[src/hw/rtl/assert_macros.svh]
// assertion macros used by the top-level rtl file
// no dependencies
`ifndef ASSERT_MACROS_SVH
`define ASSERT_MACROS_SVH

// property checked on every rising clock edge outside reset
`define ASSERT_PROP(lbl, clk, rst_n, prop) \
  lbl: assert property (@(posedge clk) disable iff (!rst_n) prop) \
    else $error("%m: property failed");

// condition in the cycle after a trigger
`define ASSERT_NEXT(lbl, clk, rst_n, trig, post) \
  lbl: assert property (@(posedge clk) disable iff (!rst_n) (trig) |=> (post)) \
    else $error("%m: next-cycle check failed");

`endif

[src/hw/rtl/adczs_pkg.sv]
// types and constants of the adc zero suppression filter
// no dependencies
package adczs_pkg;

  localparam int ADC_W      = 10;
  localparam int PED_W      = 14;
  localparam int NF_W       = 8;
  localparam int CNT_W      = 4;
  localparam int THR_W      = 10;
  localparam int CFG_IDX_W  = 3;
  localparam int CFG_DATA_W = 10;

  localparam int PRE_MAX_DEF = 15;

  // fixed point widths of the front arithmetic, in 1/256 counts
  localparam int BASE_W = ADC_W + 9;
  localparam int PROD_W = NF_W + PED_W;
  localparam int V_W    = PROD_W + 2;
  localparam int MAG_W  = ADC_W + 8;

  localparam logic [CFG_IDX_W-1:0] CFG_THRESHOLD    = 3'd0;
  localparam logic [CFG_IDX_W-1:0] CFG_PED_SUB      = 3'd1;
  localparam logic [CFG_IDX_W-1:0] CFG_PRE          = 3'd2;
  localparam logic [CFG_IDX_W-1:0] CFG_POST         = 3'd3;
  localparam logic [CFG_IDX_W-1:0] CFG_NOISE_FACTOR = 3'd4;

  typedef struct packed {
    logic             above;
    logic [ADC_W-1:0] val;
  } entry_t;

  typedef struct packed {
    logic   vld;
    entry_t ent;
  } cell_t;

  typedef struct packed {
    logic [THR_W-1:0] threshold;
    logic             ped_sub;
    logic [NF_W-1:0]  noise_factor;
  } front_cfg_t;

endpackage

[src/hw/rtl/adczs_front.sv]
// two-stage front end: pedestal and noise subtraction, clamp, threshold compare
// depends on adczs_pkg
module adczs_front (
  input  logic                      clk_i,
  input  logic                      rst_ni,
  input  adczs_pkg::front_cfg_t     cfg_i,
  input  logic                      in_valid_i,
  output logic                      in_stall_o,
  input  logic [adczs_pkg::ADC_W-1:0] adc_value_i,
  input  logic [adczs_pkg::PED_W-1:0] pedestal_i,
  input  logic [adczs_pkg::PED_W-1:0] noise_width_i,
  input  logic                      last_sample_i,
  output logic                      ent_vld_o,
  output adczs_pkg::entry_t         ent_o,
  output logic                      ent_last_o,
  input  logic                      ent_take_i
);
  import adczs_pkg::*;

  logic                     s1_vld_q, s2_vld_q;
  logic signed [BASE_W-1:0] s1_base_q, s1_base_d;
  logic [PROD_W-1:0]        s1_prod_q, s1_prod_d;
  logic [ADC_W-1:0]         s1_adc_q;
  logic                     s1_last_q;
  entry_t                   s2_ent_q, s2_ent_d;
  logic                     s2_last_q;

  logic s2_free, s1_free, s1_move, in_acc;
  logic signed [V_W-1:0] v;
  logic [MAG_W-1:0]      vmag;

  assign s2_free    = !s2_vld_q || ent_take_i;
  assign s1_move    = s1_vld_q && s2_free;
  assign s1_free    = !s1_vld_q || s2_free;
  assign in_stall_o = s1_vld_q && !s2_free;
  assign in_acc     = in_valid_i && s1_free;

  // adc*256 - ped*16 and factor*noise, both in 1/256 counts
  assign s1_base_d = $signed({1'b0, adc_value_i, 8'b0} - {1'b0, pedestal_i, 4'b0});
  assign s1_prod_d = PROD_W'(cfg_i.noise_factor) * PROD_W'(noise_width_i);

  always_comb begin
    v = V_W'(s1_base_q) - $signed({{(V_W-PROD_W){1'b0}}, s1_prod_q});
    // below half a count clamps to zero
    if (v < $signed(V_W'(128))) begin
      vmag = '0;
    end else begin
      vmag = v[MAG_W-1:0];
    end
    s2_ent_d.above = vmag > {cfg_i.threshold, 8'b0};
    if (cfg_i.threshold != '0 && cfg_i.ped_sub) begin
      s2_ent_d.val = vmag[MAG_W-1:8];
    end else begin
      s2_ent_d.val = s1_adc_q;
    end
  end

  always_ff @(posedge clk_i or negedge rst_ni) begin
    if (!rst_ni) begin
      s1_vld_q <= 1'b0;
      s2_vld_q <= 1'b0;
    end else begin
      if (s1_free) begin
        s1_vld_q <= in_valid_i;
      end
      if (s2_free) begin
        s2_vld_q <= s1_move;
      end
    end
  end

  always_ff @(posedge clk_i) begin
    if (in_acc) begin
      s1_base_q <= s1_base_d;
      s1_prod_q <= s1_prod_d;
      s1_adc_q  <= adc_value_i;
      s1_last_q <= last_sample_i;
    end
    if (s1_move) begin
      s2_ent_q  <= s2_ent_d;
      s2_last_q <= s1_last_q;
    end
  end

  assign ent_vld_o  = s2_vld_q;
  assign ent_o      = s2_ent_q;
  assign ent_last_o = s2_last_q;

endmodule

[src/hw/rtl/adczs_cell.sv]
// one slot of the lookahead line: holds a word and shifts toward the head
// depends on adczs_pkg
module adczs_cell (
  input  logic              clk_i,
  input  logic              rst_ni,
  input  logic              shift_i,
  input  logic              ins_i,
  input  logic              prev_vld_i,
  input  adczs_pkg::cell_t  nbr_i,
  input  adczs_pkg::entry_t ent_i,
  output adczs_pkg::cell_t  cell_o
);
  import adczs_pkg::*;

  logic   vld_q;
  entry_t ent_q;
  logic   load;

  // new word lands in the first free slot, one place nearer when shifting
  assign load = ins_i && (shift_i ? (vld_q && !nbr_i.vld) : (!vld_q && prev_vld_i));

  always_ff @(posedge clk_i or negedge rst_ni) begin
    if (!rst_ni) begin
      vld_q <= 1'b0;
    end else if (load) begin
      vld_q <= 1'b1;
    end else if (shift_i) begin
      vld_q <= nbr_i.vld;
    end
  end

  always_ff @(posedge clk_i) begin
    if (load) begin
      ent_q <= ent_i;
    end else if (shift_i) begin
      ent_q <= nbr_i.ent;
    end
  end

  assign cell_o.vld = vld_q;
  assign cell_o.ent = ent_q;

endmodule

[src/hw/rtl/adczs_top.sv]
// adc zero suppression filter, top level; depends on adczs_pkg, adczs_front,
// adczs_cell and assert_macros.svh. Samples of one channel enter one per clock
// and results leave one per clock in input order, when no stall holds them. A
// sample passes a two-stage arithmetic front end and then waits in a row of
// PRE_MAX+1 cells until the sample pre_samples places ahead (at least one) has
// arrived, so the first result of a channel shows up max(pre_samples,1)
// samples after its sample. The cell row decides and emits one word a clock
// through a single output register, so the sustained rate is one sample per
// clock while out_stall_i is low. The sample flagged last flushes the row: the
// remaining pending samples, up to max(pre_samples,1) of them, leave one per
// clock while the input is stalled and the output is free. Surplus samples
// of a pre_samples lowering mid-channel leave before the next input goes in.
`include "assert_macros.svh"

module adc_zero_suppression_filter_top #(
  parameter int PRE_MAX = adczs_pkg::PRE_MAX_DEF
) (
  input  logic                             clk_i,
  input  logic                             rst_ni,
  input  logic                             cfg_we_i,
  input  logic [adczs_pkg::CFG_IDX_W-1:0]  cfg_idx_i,
  input  logic [adczs_pkg::CFG_DATA_W-1:0] cfg_wdata_i,
  input  logic                             in_valid_i,
  output logic                             in_stall_o,
  input  logic [adczs_pkg::ADC_W-1:0]      adc_value_i,
  input  logic [adczs_pkg::PED_W-1:0]      pedestal_i,
  input  logic [adczs_pkg::PED_W-1:0]      noise_width_i,
  input  logic                             last_sample_i,
  output logic                             out_valid_o,
  input  logic                             out_stall_i,
  output logic [adczs_pkg::ADC_W-1:0]      sample_value_o,
  output logic                             suppressed_o,
  output logic                             last_out_o
);
  import adczs_pkg::*;

  localparam int DEPTH = PRE_MAX + 1;
  localparam int IDX_W = $clog2(DEPTH);

  localparam logic MODE_RUN   = 1'b0;
  localparam logic MODE_FLUSH = 1'b1;

  // configuration registers
  logic [THR_W-1:0] cfg_thr_q;
  logic             cfg_psub_q;
  logic [CNT_W-1:0] cfg_pre_q;
  logic [CNT_W-1:0] cfg_post_q;
  logic [NF_W-1:0]  cfg_nf_q;

  always_ff @(posedge clk_i or negedge rst_ni) begin
    if (!rst_ni) begin
      cfg_thr_q  <= '0;
      cfg_psub_q <= 1'b0;
      cfg_pre_q  <= '0;
      cfg_post_q <= '0;
      cfg_nf_q   <= '0;
    end else if (cfg_we_i) begin
      unique case (cfg_idx_i)
        CFG_THRESHOLD:    cfg_thr_q  <= cfg_wdata_i[THR_W-1:0];
        CFG_PED_SUB:      cfg_psub_q <= cfg_wdata_i[0];
        CFG_PRE:          cfg_pre_q  <= cfg_wdata_i[CNT_W-1:0];
        CFG_POST:         cfg_post_q <= cfg_wdata_i[CNT_W-1:0];
        CFG_NOISE_FACTOR: cfg_nf_q   <= cfg_wdata_i[NF_W-1:0];
        default: ;
      endcase
    end
  end

  // front end
  front_cfg_t front_cfg;
  logic       ent_vld, ent_last, consume;
  entry_t     ent;

  assign front_cfg.threshold    = cfg_thr_q;
  assign front_cfg.ped_sub      = cfg_psub_q;
  assign front_cfg.noise_factor = cfg_nf_q;

  adczs_front u_front (
    .clk_i         (clk_i),
    .rst_ni        (rst_ni),
    .cfg_i         (front_cfg),
    .in_valid_i    (in_valid_i),
    .in_stall_o    (in_stall_o),
    .adc_value_i   (adc_value_i),
    .pedestal_i    (pedestal_i),
    .noise_width_i (noise_width_i),
    .last_sample_i (last_sample_i),
    .ent_vld_o     (ent_vld),
    .ent_o         (ent),
    .ent_last_o    (ent_last),
    .ent_take_i    (consume)
  );

  // lookahead line
  cell_t            cells [DEPTH];
  logic [DEPTH-1:0] vld_vec, ins_pos, pres_view, above_view;
  logic             emit;

  for (genvar g = 0; g < DEPTH; g++) begin : g_cell
    logic  prev_vld;
    cell_t nbr;
    if (g == 0) begin : g_head
      assign prev_vld = 1'b1;
    end else begin : g_body
      assign prev_vld = cells[g-1].vld;
    end
    if (g == DEPTH - 1) begin : g_tail
      assign nbr = '0;
    end else begin : g_mid
      assign nbr = cells[g+1];
    end

    adczs_cell u_cell (
      .clk_i      (clk_i),
      .rst_ni     (rst_ni),
      .shift_i    (emit),
      .ins_i      (consume),
      .prev_vld_i (prev_vld),
      .nbr_i      (nbr),
      .ent_i      (ent),
      .cell_o     (cells[g])
    );

    // view after the incoming word is placed, before the head is dropped
    assign vld_vec[g]    = cells[g].vld;
    assign ins_pos[g]    = !cells[g].vld && prev_vld;
    assign pres_view[g]  = cells[g].vld || (consume && ins_pos[g]);
    assign above_view[g] = cells[g].vld ? cells[g].ent.above
                                        : (consume && ins_pos[g] && ent.above);
  end

  // control
  logic [IDX_W-1:0] pre_eff, depth_idx;
  logic             mode_q, mode_d;
  logic [CNT_W-1:0] keep_q, keep_d, keep_nxt;
  logic             out_free, run, occ_depth, occ_dm1, need_emit;
  logic             pre_emit, flush_emit, emit_last;
  logic [ADC_W-1:0] dec_val;
  logic             dec_sup;

  assign pre_eff   = (int'(cfg_pre_q) > PRE_MAX) ? IDX_W'(PRE_MAX) : IDX_W'(cfg_pre_q);
  assign depth_idx = (pre_eff == '0) ? IDX_W'(1) : pre_eff;

  logic             out_vld_q;
  logic [ADC_W-1:0] out_val_q;
  logic             out_sup_q, out_last_q;

  assign out_free  = !out_vld_q || !out_stall_i;
  assign run       = (mode_q == MODE_RUN);
  assign occ_depth = vld_vec[depth_idx];
  assign occ_dm1   = vld_vec[IDX_W'(depth_idx - 1'b1)];
  assign need_emit = ent_last || occ_dm1;

  // surplus words (pre lowered) leave before the next word goes in
  assign pre_emit   = run && ent_vld && occ_depth && out_free;
  assign consume    = run && ent_vld && !occ_depth && (!need_emit || out_free);
  assign flush_emit = !run && out_free;
  assign emit       = pre_emit || flush_emit || (consume && need_emit);
  assign emit_last  = (flush_emit && !vld_vec[1]) || (consume && ent_last && !vld_vec[0]);

  always_comb begin
    dec_val  = vld_vec[0] ? cells[0].ent.val : ent.val;
    dec_sup  = 1'b0;
    keep_nxt = keep_q;
    if (cfg_thr_q == '0) begin
      // filter off: pass
    end else if (keep_q != '0) begin
      keep_nxt = keep_q - 1'b1;
    end else if (above_view[0]) begin
      if (pres_view[1] && !above_view[1]) begin
        keep_nxt = cfg_post_q;
      end
    end else if (pre_eff != '0 && above_view[pre_eff]) begin
      keep_nxt = CNT_W'(pre_eff - 1'b1);
    end else begin
      dec_val = cfg_thr_q - 1'b1;
      dec_sup = 1'b1;
    end
  end

  always_comb begin
    mode_d = mode_q;
    keep_d = keep_q;
    if (emit) begin
      keep_d = emit_last ? '0 : keep_nxt;
    end
    if (consume && ent_last && vld_vec[0]) begin
      mode_d = MODE_FLUSH;
    end else if (flush_emit && !vld_vec[1]) begin
      mode_d = MODE_RUN;
    end
  end

  always_ff @(posedge clk_i or negedge rst_ni) begin
    if (!rst_ni) begin
      mode_q    <= MODE_RUN;
      keep_q    <= '0;
      out_vld_q <= 1'b0;
    end else begin
      mode_q <= mode_d;
      keep_q <= keep_d;
      if (emit) begin
        out_vld_q <= 1'b1;
      end else if (!out_stall_i) begin
        out_vld_q <= 1'b0;
      end
    end
  end

  always_ff @(posedge clk_i) begin
    if (emit) begin
      out_val_q  <= dec_val;
      out_sup_q  <= dec_sup;
      out_last_q <= emit_last;
    end
  end

  assign out_valid_o    = out_vld_q;
  assign sample_value_o = out_val_q;
  assign suppressed_o   = out_sup_q;
  assign last_out_o     = out_last_q;

  // checks
  `ASSERT_PROP(a_flush_has_word, clk_i, rst_ni, (mode_q == MODE_FLUSH) |-> vld_vec[0])
  `ASSERT_PROP(a_line_packed, clk_i, rst_ni, ((vld_vec >> 1) & ~vld_vec) == '0)
  `ASSERT_NEXT(a_end_clears, clk_i, rst_ni, emit && emit_last, (vld_vec == '0) && (keep_q == '0) && (mode_q == MODE_RUN))

endmodule
[config.mk]
export PLATFORM = sky130hd
export DESIGN_NAME = adc_zero_suppression_filter_top
export DESIGN_NICKNAME = d
export VERILOG_FILES = /design/src/hw/rtl/adczs_pkg.sv /design/src/hw/rtl/adczs_front.sv /design/src/hw/rtl/adczs_cell.sv /design/src/hw/rtl/adczs_top.sv
export VERILOG_INCLUDE_DIRS = /design/src /design/src/hw/rtl
export SDC_FILE = /design/constraint.sdc
export NUM_CORES = 1
export LEC_CHECK = 0
export CAP_MARGIN = 20
export CORE_MARGIN = 4
export CORE_UTILIZATION = 40
export DETAILED_ROUTE_END_ITERATION = 16
export DONT_BUFFER_PORTS = 1
export SLEW_MARGIN = 20
export SYNTH_ARGS = -nofsm -noshare
export SYNTH_HDL_FRONTEND = slang
export SYNTH_SLANG_ARGS = --single-unit
[constraint.sdc]
create_clock -name clk_i -period 5 [get_ports clk_i]
set_input_delay 0.5 -clock clk_i [delete_from_list [all_inputs] [get_ports clk_i]]
set_output_delay 0.5 -clock clk_i [all_outputs]
set_load 0.02 [all_outputs]
==> impl_metrics.tcl, run 1 <==
set metrics [dict create \
    h-tree-depth 2 \
    fin_skew_ns 0.0117 \
    cellPowerDensity_nw_per_um2 801 \
    clockPowerShare_pct 15.7 \
    clock_sinks 299 \
    end_kind "flop" \
    status "finished, final reports clean" \
    power.switching_mw 6.63 \
    async_reset_ff_share_pct 17.1 \
    synth_nets 1818 \
    synth_area_sq_um 18600 \
    crit-reg2reg-launch "cfg_nf_q[5]$_DFFE_PN0P_" \
    worst_setup_hold_path_clk_slew_ns 0.06 \
    timing.slew.headroom_pct 32.3 \
    drt_iter0_markers 837 \
    cts_buffers 35 \
    wl_per_cell_microns 18.8 \
    die_w_microns 223 \
    yosys.area.top_type "edfxtp_1" \
    startpoint_type "flop" \
    io_buffer_count 0 \
    final.setup.tns_ns 0 \
    path_cells "buf_4 > nand2_1 > fa_1 > inv_1 > fa_1 > fa_1 > fa_1 > ha_2 > nand3_1 > nand2_1 > a41oi_2 > a2111oi_4 > o21a_1 > o21a_1 > o211a_1 > xor2_1" \
    period_needed_ns 4.80 \
    cpMaxStageDelayCell "fa_1" \
    critPathMaxFanout 8 \
    drv_slew 0 \
    grt_max_degree 52 \
    insertion_delay_ns 0.53 \
    grt_pass1_wl_microns 68500 \
    crit_end "u_front.s1_prod_q[20]$_DFFE_PP_" \
    antenna_found_initial 1 \
    worstPathBufferInverterCount 2 \
    nets 1852 \
    layout-drive-gt1-share_pct 20.1 \
    initial_core_util_pct 40.7 \
    finalSetupViolations 0 \
    fmax_mhz 208 \
    synth_warnings 0 \
    synth_area_leaders "edfxtp_1, mux2_2, fa_1, dfrtp_1, ha_1" \
    clockBufferDepth 3 \
    seqPwrFrac_pct 34.1 \
    hold_viol_final 0 \
    sw_frac_of_total_pct 39.6 \
    cts_root_buffer "clkbuf_16" \
    fp.dieArea_sq_um 49900 \
    netlist.area_leader.share_pct 40.1 \
    ir_worst_vdd_mv 0.536 \
    synth_cells 1600 \
    vias 12207 \
    worst_path_largest_cell_delay_ns 0.56 \
    required_ns 5.28 \
    route.detailed.drc 0 \
    r2r_slack_ns 0.20 \
    first_global_vias 12456 \
    synth-main-ff-cell "edfxtp_1" \
    ys_seq_area_share_pct 47.0 \
    final_core_util_pct 45.7 \
    crit_start "cfg_nf_q[5]$_DFFE_PN0P_" \
    vias_per_cell 5.40 \
    p_total_mw 16.7 \
    hpwl_microns 31700 \
    synth_area_per_cell_sq_um 11.6 \
    cts_tree "done" \
    die_height_microns 223 \
    synth_seq_cells 299 \
    r2r_end "u_front.s1_prod_q[20]$_DFFE_PP_" \
    syn_to_final_growth_pct 12.5 \
    pin_count 71 \
    internal_power_mw 10.1 \
    leakage_nw 8.39 \
    rows 78 \
    place_congestion 0.898 \
    rr_worst_depth 16 \
    routed_wl_microns 42600 \
    maxCapViolations 0 \
    worst_pin_slew_ns 1.01 \
    fin_crit_sh_pct 96.0 \
    coreArea_sq_um 45700 \
    grt_use_total_pct 17.0 \
    crit_path_frequent_cell "fa_1" \
    arrival_ns 5.08 \
    firstDrtPassIters 5 \
    holdCritPathClass "input port to flop" \
    grt-ovfl-total 0 \
    synth_cell_types 77 \
    criticalPathCategory "flop to flop" \
    path_depth 16 \
    path_delay_family "adder cells" \
    diodes 0 \
    synth_edf_count 248 \
    postRouteAntennaNets 0 \
    p_comb_share_pct 50.3 \
]
-- cells in the final DEF (no fill, tap or decap), types with 36 or more instances in the layout --
cell type,netlist,routed
a21oi_1,57,55
buf_4,1,61
nor2_1,70,69
inv_1,158,158
mux2_2,181,181
edfxtp_1,248,248
nand2_1,145,145
fa_1,72,72
o21ai_0,74,67
clkbuf_16,0,36
and2_1,73,71
dfrtp_1,51,47
xnor2_1,37,37
ha_1,89,86
-- cells in the mapped netlist (7+ instances only) --
cell and count:
edfxtp_1 248, nor4_1 7, a22oi_1 7, a21oi_1 57, nand3_1 27, o221ai_1 9, nand4_1 8, nor2_1 70
o211ai_1 8, fa_1 72, buf_2 20, a221oi_1 8, nand2_1 145, ha_1 89, mux2_2 181, or3_1 7
dfrtp_1 51, mux2i_1 26, o31ai_1 9, nor2b_1 19, inv_1 158, and2_1 73, xor2_1 11, xnor2_1 37
o21ai_0 74, clkbuf_1 42, nor3_1 18, nand2b_1 7, a21o_1 15
-- repair_timing --
| action | CTS | global route |
|---|---|---|
| hold buffers | 2 | 0 |
| setup endpoints to repair | 2 | 45 |
| setup buffers | 0 | 1 |
| resized for setup | 1 | 32 |
| pin swaps | 0 | 5 |
| hold endpoints to repair | 51 | 0 |
-- how the worst min path moves through the flow --
stage / to / slack (ns) / from / cells past startpoint
floorplan: cfg_nf_q[0]$_DFFE_PN0P_ / 0.20 / rst_ni / 0
global placement: cfg_thr_q[0]$_DFFE_PN0P_ / 0.21 / rst_ni / 0
detailed placement: cfg_thr_q[0]$_DFFE_PN0P_ / 0.21 / rst_ni / 0
CTS: u_front.s1_adc_q[8]$_DFFE_PP_ / 0.04 / adc_value_i[8] / 0
global route: u_front.s1_adc_q[3]$_DFFE_PP_ / 0.04 / adc_value_i[3] / 0
finish: u_front.s1_adc_q[0]$_DFFE_PP_ / 0.06 / adc_value_i[0] / 0
-- kinds of logic after synthesis --
| family | count (synthesis) | share of synthesized area, % |
|---|---|---|
| and+or+nand+nor | 402 | 10.5 |
| xor gates and xnor gates | 49 | 2.35 |
| AOI/OAI and AO/OA | 251 | 8.77 |
| muxes | 212 | 12.9 |
| buffers and inverters | 226 | 4.72 |
| adders and majority gates | 161 | 13.8 |
| DFF | 299 | 47.0 |
-- stage by stage --
step | hold slack, ns | worst slack (ns) | cell area, sq um | instances
2_1_floorplan | 0.204 | -0.229 | 18600 | 1600
3_3_place_gp | 0.208 | -0.0567 | 19500 | 2194
3_5_place_dp | 0.208 | -0.0517 | 19500 | 2194
4_1_cts | 0.0351 | 0.0301 | 20700 | 2260
5_1_grt | 0.0398 | -0.0228 | 20900 | 2261
6_report | 0.0627 | 0.201 | 20900 | 2261
-- layer usage --
layer | GRT usage [%] | wire (microns) | vias up
li1 | - | - | 5753
met1 | 23.6 | 19400 | 6067
met2 | 27.7 | 19800 | 325
met3 | 3.18 | 2520 | 60
met4 | 4.43 | 826 | 2
met5 | 0 | 11 | -
-- registers in the layout (all words and copies together), names as in the netlist, 4 cells and up --
register,count
keep_q,4
g_cell.u_cell.cell_o,176
u_front.s1_adc_q,10
u_front.s1_base_q,15
cfg_post_q,4
cfg_pre_q,4
sample_value_o,10
g_cell.u_cell.vld_q,16
cfg_nf_q,8
cfg_thr_q,10
u_front.ent_o,11
u_front.s1_prod_q,22
-- final cells by class --
class | instances | area, sq um
fillers | 4215 | 24800
multi-input cells | 1075 | 9120
flip-flops and latches | 299 | 8730
clock buffers | 49 | 970
well taps | 600 | 751
inverters | 159 | 597
repair buffers | 64 | 507
clock inverters | 15 | 216
-- power groups by stage --
stage          Sequential [mW]  Combinational [mW]  Clock, mW
6_report                  5.70                8.41       2.62
4_1_cts                   5.71                8.11       2.68
5_1_grt                   5.83                9.47       2.78
3_5_place_dp              5.75                8.02          0
2_1_floorplan             5.21                6.24          0
3_3_place_gp              5.71                7.89          0
(Power assumes the default switching activity.)
==> inputs of run 2 (changes only) <==
--- a/config.mk
+++ b/config.mk
@@ -6,6 +6,7 @@
 export SDC_FILE = /design/constraint.sdc
 export NUM_CORES = 1
 export LEC_CHECK = 0
+export ABC_AREA = 1
 export CAP_MARGIN = 20
 export CORE_MARGIN = 4
 export CORE_UTILIZATION = 40
==> run 2 against run 1 <==
Power decreased by 5.8%; routed wire length increased by 0.87%; setup slack got worse by 0.010 ns; clock power about the same; critical path depth increased by 7; utilization decreased by 0.67 points; synthesized cell count increased by 29%; area after synthesis increased by 0.49%; register-to-register slack about the same; sequential share of layout area increased by 0.53 points; sequential power decreased by 4.9%; non-clock buffer count decreased by 12; highest routed layer is now met4.
==> impl_metrics.tcl, run 2 <==
set metrics [dict create \
    pin_count 71 \
    layout-drive-gt1-share_pct 8.13 \
    grt_max_degree 52 \
    rr_worst_depth 23 \
    netlist.area_leader.share_pct 39.9 \
    antenna_found_initial 0 \
    grt_pass1_wl_microns 71800 \
    h-tree-depth 2 \
    whs_path_depth 0 \
    end_kind "flop" \
    final_cell_mix "nand2_1, inv_1, edfxtp_1" \
    synth_area_per_cell_sq_um 9.05 \
    grt-ovfl-total 0 \
    r2r_end "u_front.s1_prod_q[20]$_DFFE_PP_" \
    route.detailed.drc 0 \
    p_comb_share_pct 49.0 \
    synth-main-ff-cell "edfxtp_1" \
    worst_setup_hold_path_clk_slew_ns 0.06 \
    async_reset_ff_share_pct 17.1 \
    critPathMaxFanout 8 \
    place_inst 2622 \
    r2r_slack_ns 0.19 \
    fin_ws_ns 0.191 \
    nets 2281 \
    nFillCells 4386 \
    holdCritPathClass "input port to flop" \
    p_total_mw 15.8 \
    coreArea_sq_um 45800 \
    fin_skew_ns 0.0191 \
    maxCapViolations 0 \
    vias_per_cell 5.12 \
    routed_wl_microns 42900 \
    post-synth-top-count-cell "nand2_1" \
    ys_seq_area_share_pct 46.7 \
    synth_area_sq_um 18700 \
    sw_frac_of_total_pct 43.0 \
    period_needed_ns 4.81 \
    status "finished, final reports clean" \
    cts_buffers 36 \
    required_ns 5.29 \
    clock_sinks 299 \
    io_buffer_count 0 \
    synth_seq_cells 299 \
    design_area_sq_um 20600 \
    synth_cells 2063 \
    synth_area_leaders "edfxtp_1, nand2_1, fa_1, dfrtp_1, ha_1" \
    clockBufferDepth 3 \
    diodes 0 \
    cts_tree "done" \
    fp.dieArea_sq_um 50200 \
    timing.slew.headroom_pct 32.7 \
    die_w_microns 224 \
    fmax_mhz 208 \
    initial_core_util_pct 40.8 \
    final.setup.tns_ns 0 \
    hold_viol_final 0 \
    seqPwrFrac_pct 34.4 \
    vias 13767 \
    hold_ws_ns 0.0504 \
    first_global_vias 13810 \
    die_height_microns 224 \
    synth_cell_types 50 \
    cellPowerDensity_nw_per_um2 764 \
    ir_worst_vdd_mv 0.379 \
    drv_slew 0 \
    yosys-top-cells-count "nand2_1, inv_1, edfxtp_1" \
    finalSetupViolations 0 \
    startpoint_type "flop" \
    final_cells 2690 \
    criticalPathCategory "flop to flop" \
    synth_nets 2281 \
    insertion_delay_ns 0.55 \
    grt_use_total_pct 17.5 \
    pre_cts_ws_ns 0.0327 \
    crit-reg2reg-launch "cfg_nf_q[4]$_DFFE_PN0P_" \
    wl_per_cell_microns 16.0 \
    rows 78 \
    yosys.area.top_type "edfxtp_1" \
    power.switching_mw 6.78 \
    cts_root_buffer "clkbuf_16" \
    arrival_ns 5.10 \
    synth_edf_count 248 \
    largest_register_ffs 176 \
    synth_warnings 0 \
    place_congestion 0.929 \
    syn_to_final_growth_pct 10.5 \
    worst_pin_slew_ns 1.00 \
    layout_commonest_cell "nand2_1" \
    holdPathEnd "u_front.s1_adc_q[5]$_DFFE_PP_" \
    postRouteAntennaNets 0 \
    fin_crit_sh_pct 96.2 \
    placed_area_sq_um 19300 \
    leakage_nw 9.59 \
    internal_power_mw 8.98 \
    hpwl_microns 32300 \
    final_core_util_pct 45.1 \
    rsz0062_at_grt "yes" \
    hold_start "adc_value_i[5]" \
    drt_iter0_markers 1010 \
    firstDrtPassIters 5 \
    clockPowerShare_pct 16.7 \
]
==> run 2: changes by cell type after synthesis, sizes merged, moves of 19 or more <==
| cell | change |
|---|---|
| nand2 | +425 |
| mux2 | -182 |
| o21ai | +182 |
| inv | +128 |
| nand3 | +74 |
| and2 | -73 |
| a21oi | +30 |
| xor2 | +28 |
| mux2i | -26 |
| xnor2 | -24 |
| buf | +21 |
| nor2 | +20 |
| nor2b | -19 |
==> run 2: kinds of logic after synthesis <==
family	Yosys count	share of synthesized area, %
AO/OA/AOI/OAI	384	11.4
XOR/XNOR	53	2.49
adder cells (fa/ha/maj)	161	13.7
buffers and inverters	378	8.23
flip-flops	299	46.7
AND/OR/NAND/NOR	788	17.5
==> run 2: worst max-delay path, cell delays in order (launching register included) <==
cell	delay, ns
dfrtp_2	0.46
nand2_1	0.09
inv_1	0.05
fa_1	0.44
fa_1	0.54
inv_1	0.05
fa_1	0.46
fa_1	0.55
inv_1	0.05
ha_2	0.37
nand2_1	0.10
nor2_1	0.14
a21oi_2	0.10
o21ai_2	0.15
a21oi_1	0.08
o21bai_1	0.21
nand2_1	0.08
nand2_1	0.11
nand3_1	0.07
nand2_1	0.09
a21oi_1	0.07
nor2_1	0.09
nor2_1	0.05
xor2_1	0.14
==> run 2: power groups by stage <==
stage / Clock [mW] / Sequential [mW] / Combinational [mW]
6_report: 2.63 / 5.42 / 7.72
5_1_grt: 2.80 / 5.54 / 8.89
4_1_cts: 2.68 / 5.42 / 7.69
3_5_place_dp: 0 / 5.46 / 7.64
3_3_place_gp: 0 / 5.45 / 7.51
2_1_floorplan: 0 / 5.25 / 5.87
==> run 2: routing by layer <==
metal | up-vias | part of all wire (%) | track usage (%)
met3 | 65 | 5.1 | 3.24
met4 | 0 | 2.0 | 4.43
met2 | 291 | 43 | 27.0
met1 | 6611 | 49 | 25.6
li1 | 6800 | - | -
met5 | - | 0 | 0
==> run 2: worst max path at each step <==
| stage | startpoint | endpoint | slack (ns) | depth (start not counted) |
|---|---|---|---|---|
| final | cfg_nf_q[4]$_DFFE_PN0P_ | u_front.s1_prod_q[20]$_DFFE_PP_ | 0.19 | 23 |
| after global routing | cfg_nf_q[4]$_DFFE_PN0P_ | u_front.s1_prod_q[20]$_DFFE_PP_ | -0.08 | 23 |
| after CTS | cfg_nf_q[7]$_DFFE_PN0P_ | u_front.s1_prod_q[20]$_DFFE_PP_ | 0.03 | 21 |
| after detailed placement | cfg_nf_q[7]$_DFFE_PN0P_ | u_front.s1_prod_q[20]$_DFFE_PP_ | 0.03 | 21 |
| after global placement | noise_width_i[1] | u_front.s1_prod_q[20]$_DFFE_PP_ | 0.09 | 23 |
| after floorplan | noise_width_i[2] | u_front.s1_prod_q[20]$_DFFE_PP_ | 0.07 | 22 |
==> run 2: area by class of cell <==
class	instances	area, sq um	area share (%)
Timing Repair Buffer	52	425	2.06
Sequential cell	299	8730	42.3
Clock buffer	47	982	4.76
Tap cell	600	751	3.64
Multi-Input combinational cell	1386	8450	40.9
Inverter	288	1080	5.25
Clock inverter	18	208	1.01
==> run 2: timing repair <==
action / 4_1_cts / 5_1_grt
hold buffers: 2 / 0
endpoints found under the hold margin: 51 / 0
buffers inserted: 0 / 1
endpoints found under the setup margin: 0 / 5
resized for setup: 0 / 19
==> inputs of run 3 (changes only) <==
==> constraint.sdc (replaced) <==
create_clock -name clk_i -period 4.83 [get_ports clk_i]
set_input_delay 0.483 -clock clk_i [delete_from_list [all_inputs] [get_ports clk_i]]
set_output_delay 0.483 -clock clk_i [all_outputs]
set_load 0.02 [all_outputs]
==> run 3 against run 2 <==
Power rose by 5.5%; critical endpoint unchanged; clock power rose by 2%; hold slack got worse by 0.011 ns.
==> impl_metrics.tcl, run 3 (synthesis gave the netlist of run 2 again) <==
set metrics [dict create \
    startpoint_type "flop" \
    die_w_microns 224 \
    fin_crit_sh_pct 95.6 \
    top_layer_used "met4" \
    coreArea_sq_um 45800 \
    wl_per_cell_microns 16.0 \
    routed_wl_microns 43100 \
    nFillCells 4375 \
    final.setup.tns_ns 0 \
    fin_ws_ns 0.213 \
    place_inst 2622 \
    arrival_ns 4.90 \
    whs_path_depth 0 \
    status "finished, final reports clean" \
    syn_to_final_growth_pct 11.3 \
    met1_length_microns 20700 \
    hold_viol_final 0 \
    place_congestion 0.903 \
    fmax_mhz 217 \
    vias 13780 \
    h-tree-depth 2 \
    grt_max_degree 52 \
    worst_setup_hold_path_clk_slew_ns 0.06 \
    required_ns 5.12 \
    cts_root_buffer "clkbuf_16" \
    clock_sinks 299 \
    final_core_util_pct 45.4 \
    final_cell_mix "nand2_1, inv_1, edfxtp_1" \
    layout-drive-gt1-share_pct 9.00 \
    leakage_nw 9.62 \
    grt_use_total_pct 17.3 \
    pin_count 71 \
    grt-ovfl-total 0 \
    placed_area_sq_um 19300 \
    diodes 0 \
    antenna_found_initial 0 \
    vias_per_cell 5.11 \
    cellPowerDensity_nw_per_um2 800 \
    timing.slew.headroom_pct 30.3 \
    critPathMaxFanout 7 \
    holdCritPathClass "input port to flop" \
    first_global_vias 13530 \
    hpwl_microns 32100 \
    finalSetupViolations 0 \
    layout_commonest_cell "nand2_1" \
    end_kind "flop" \
    rsz0062_at_grt "yes" \
    initial_core_util_pct 40.8 \
    postRouteAntennaNets 0 \
    wl_met2_microns 19200 \
    maxCapViolations 0 \
    insertion_delay_ns 0.55 \
    rr_worst_depth 21 \
    firstDrtPassIters 5 \
    fp.dieArea_sq_um 50200 \
    route.detailed.drc 0 \
    cts_tree "done" \
    worst_pin_slew_ns 1.04 \
    period_needed_ns 4.62 \
    design_area_sq_um 20800 \
    io_buffer_count 0 \
    rows 78 \
    cts_buffers 36 \
    pre_cts_ws_ns -0.0278 \
    met3_length_microns 2190 \
    die_height_microns 224 \
    ir_worst_vdd_mv 0.385 \
    drt_iter0_markers 960 \
    criticalPathCategory "flop to flop" \
    drv_slew 0 \
    nets 2289 \
    final_cells 2699 \
    largest_register_ffs 176 \
    grt_pass1_wl_microns 70500 \
    fin_skew_ns 0.0378 \
    clockBufferDepth 3 \
]
run 3: changes by cell type in the layout (fill, tap and decap cells not counted), sizes merged:
cell and change:
inv +1, buf +7, clkinvlp -1, dlygate4sd3 +1
clkbuf +1
run 3: final cells by class:
class                   count  area [sq um]  share of cell area, %
flip-flops and latches    299          8730                   42.0
multi-input cells        1386          8550                   41.1
inverters                 288          1080                   5.21
clock buffers              48           997                   4.80
well taps                 600           751                   3.61
repair buffers             60           492                   2.37
clock inverters            18           174                  0.837
run 3: path summary, 6_finish.rpt:
check,from,end,slack (ns)
setup / recovery,cfg_nf_q[3]$_DFFE_PN0P_,u_front.s1_prod_q[20]$_DFFE_PP_,0.21
max in group asynchronous,rst_ni,g_cell[10].u_cell.vld_q$_DFFE_PN0P_,4.10
hold / removal,pedestal_i[0],u_front.s1_base_q[4]$_DFFE_PP_,0.04
hold reg to reg,u_front.s1_last_q$_DFFE_PP_,u_front.ent_last_o$_DFFE_PP_,0.42
min in group asynchronous,rst_ni,cfg_psub_q$_DFFE_PN0P_,0.45
setup reg to reg,cfg_nf_q[3]$_DFFE_PN0P_,u_front.s1_prod_q[20]$_DFFE_PP_,0.21
run 3: power breakdown:
part           total, mW  switching [mW]  internal (mW)
Clock               2.69            1.08           1.62
Combinational       8.33            5.44           2.89
Sequential          5.60           0.579           5.02
Total               16.6            7.10           9.53
run 3: layer usage:
layer | vias to the layer above | GRT usage [%]
met4 | 0 | 4.33
met1 | 6625 | 25.0
met3 | 64 | 3.01
met5 | - | 0
li1 | 6810 | -
met2 | 281 | 27.2
run 3: timing repair:
action,4_1_cts,5_1_grt
hold endpoints to repair,52,0
endpoints found under the setup margin,3,7
hold buffers,3,0
pin swaps,1,17
resized for setup,6,31
setup buffers,1,7
run 3: metrics by stage:
stage / power (mW) / hold WS, ns
CTS: 16.4 / 0.0108
global route: 18.1 / 0.0117
floorplan: 11.5 / 0.187
detailed placement: 13.6 / 0.190
global placement: 13.4 / 0.189
finish: 16.6 / 0.0397
run 3: critical path, cell delays in order (launching register included):
cell      delay, ns
dfrtp_2        0.45
buf_4          0.16
buf_4          0.16
nand2_1        0.06
inv_1          0.05
fa_1           0.52
fa_1           0.45
fa_1           0.57
fa_1           0.46
ha_4           0.31
nand2_1        0.06
o21ai_2        0.17
a21oi_2        0.07
o21bai_1       0.19
nand2_1        0.10
nand2_2        0.08
nand3_1        0.08
nand2_2        0.08
a21oi_1        0.06
nor2_1         0.09
nor2_1         0.05
xor2_1         0.13
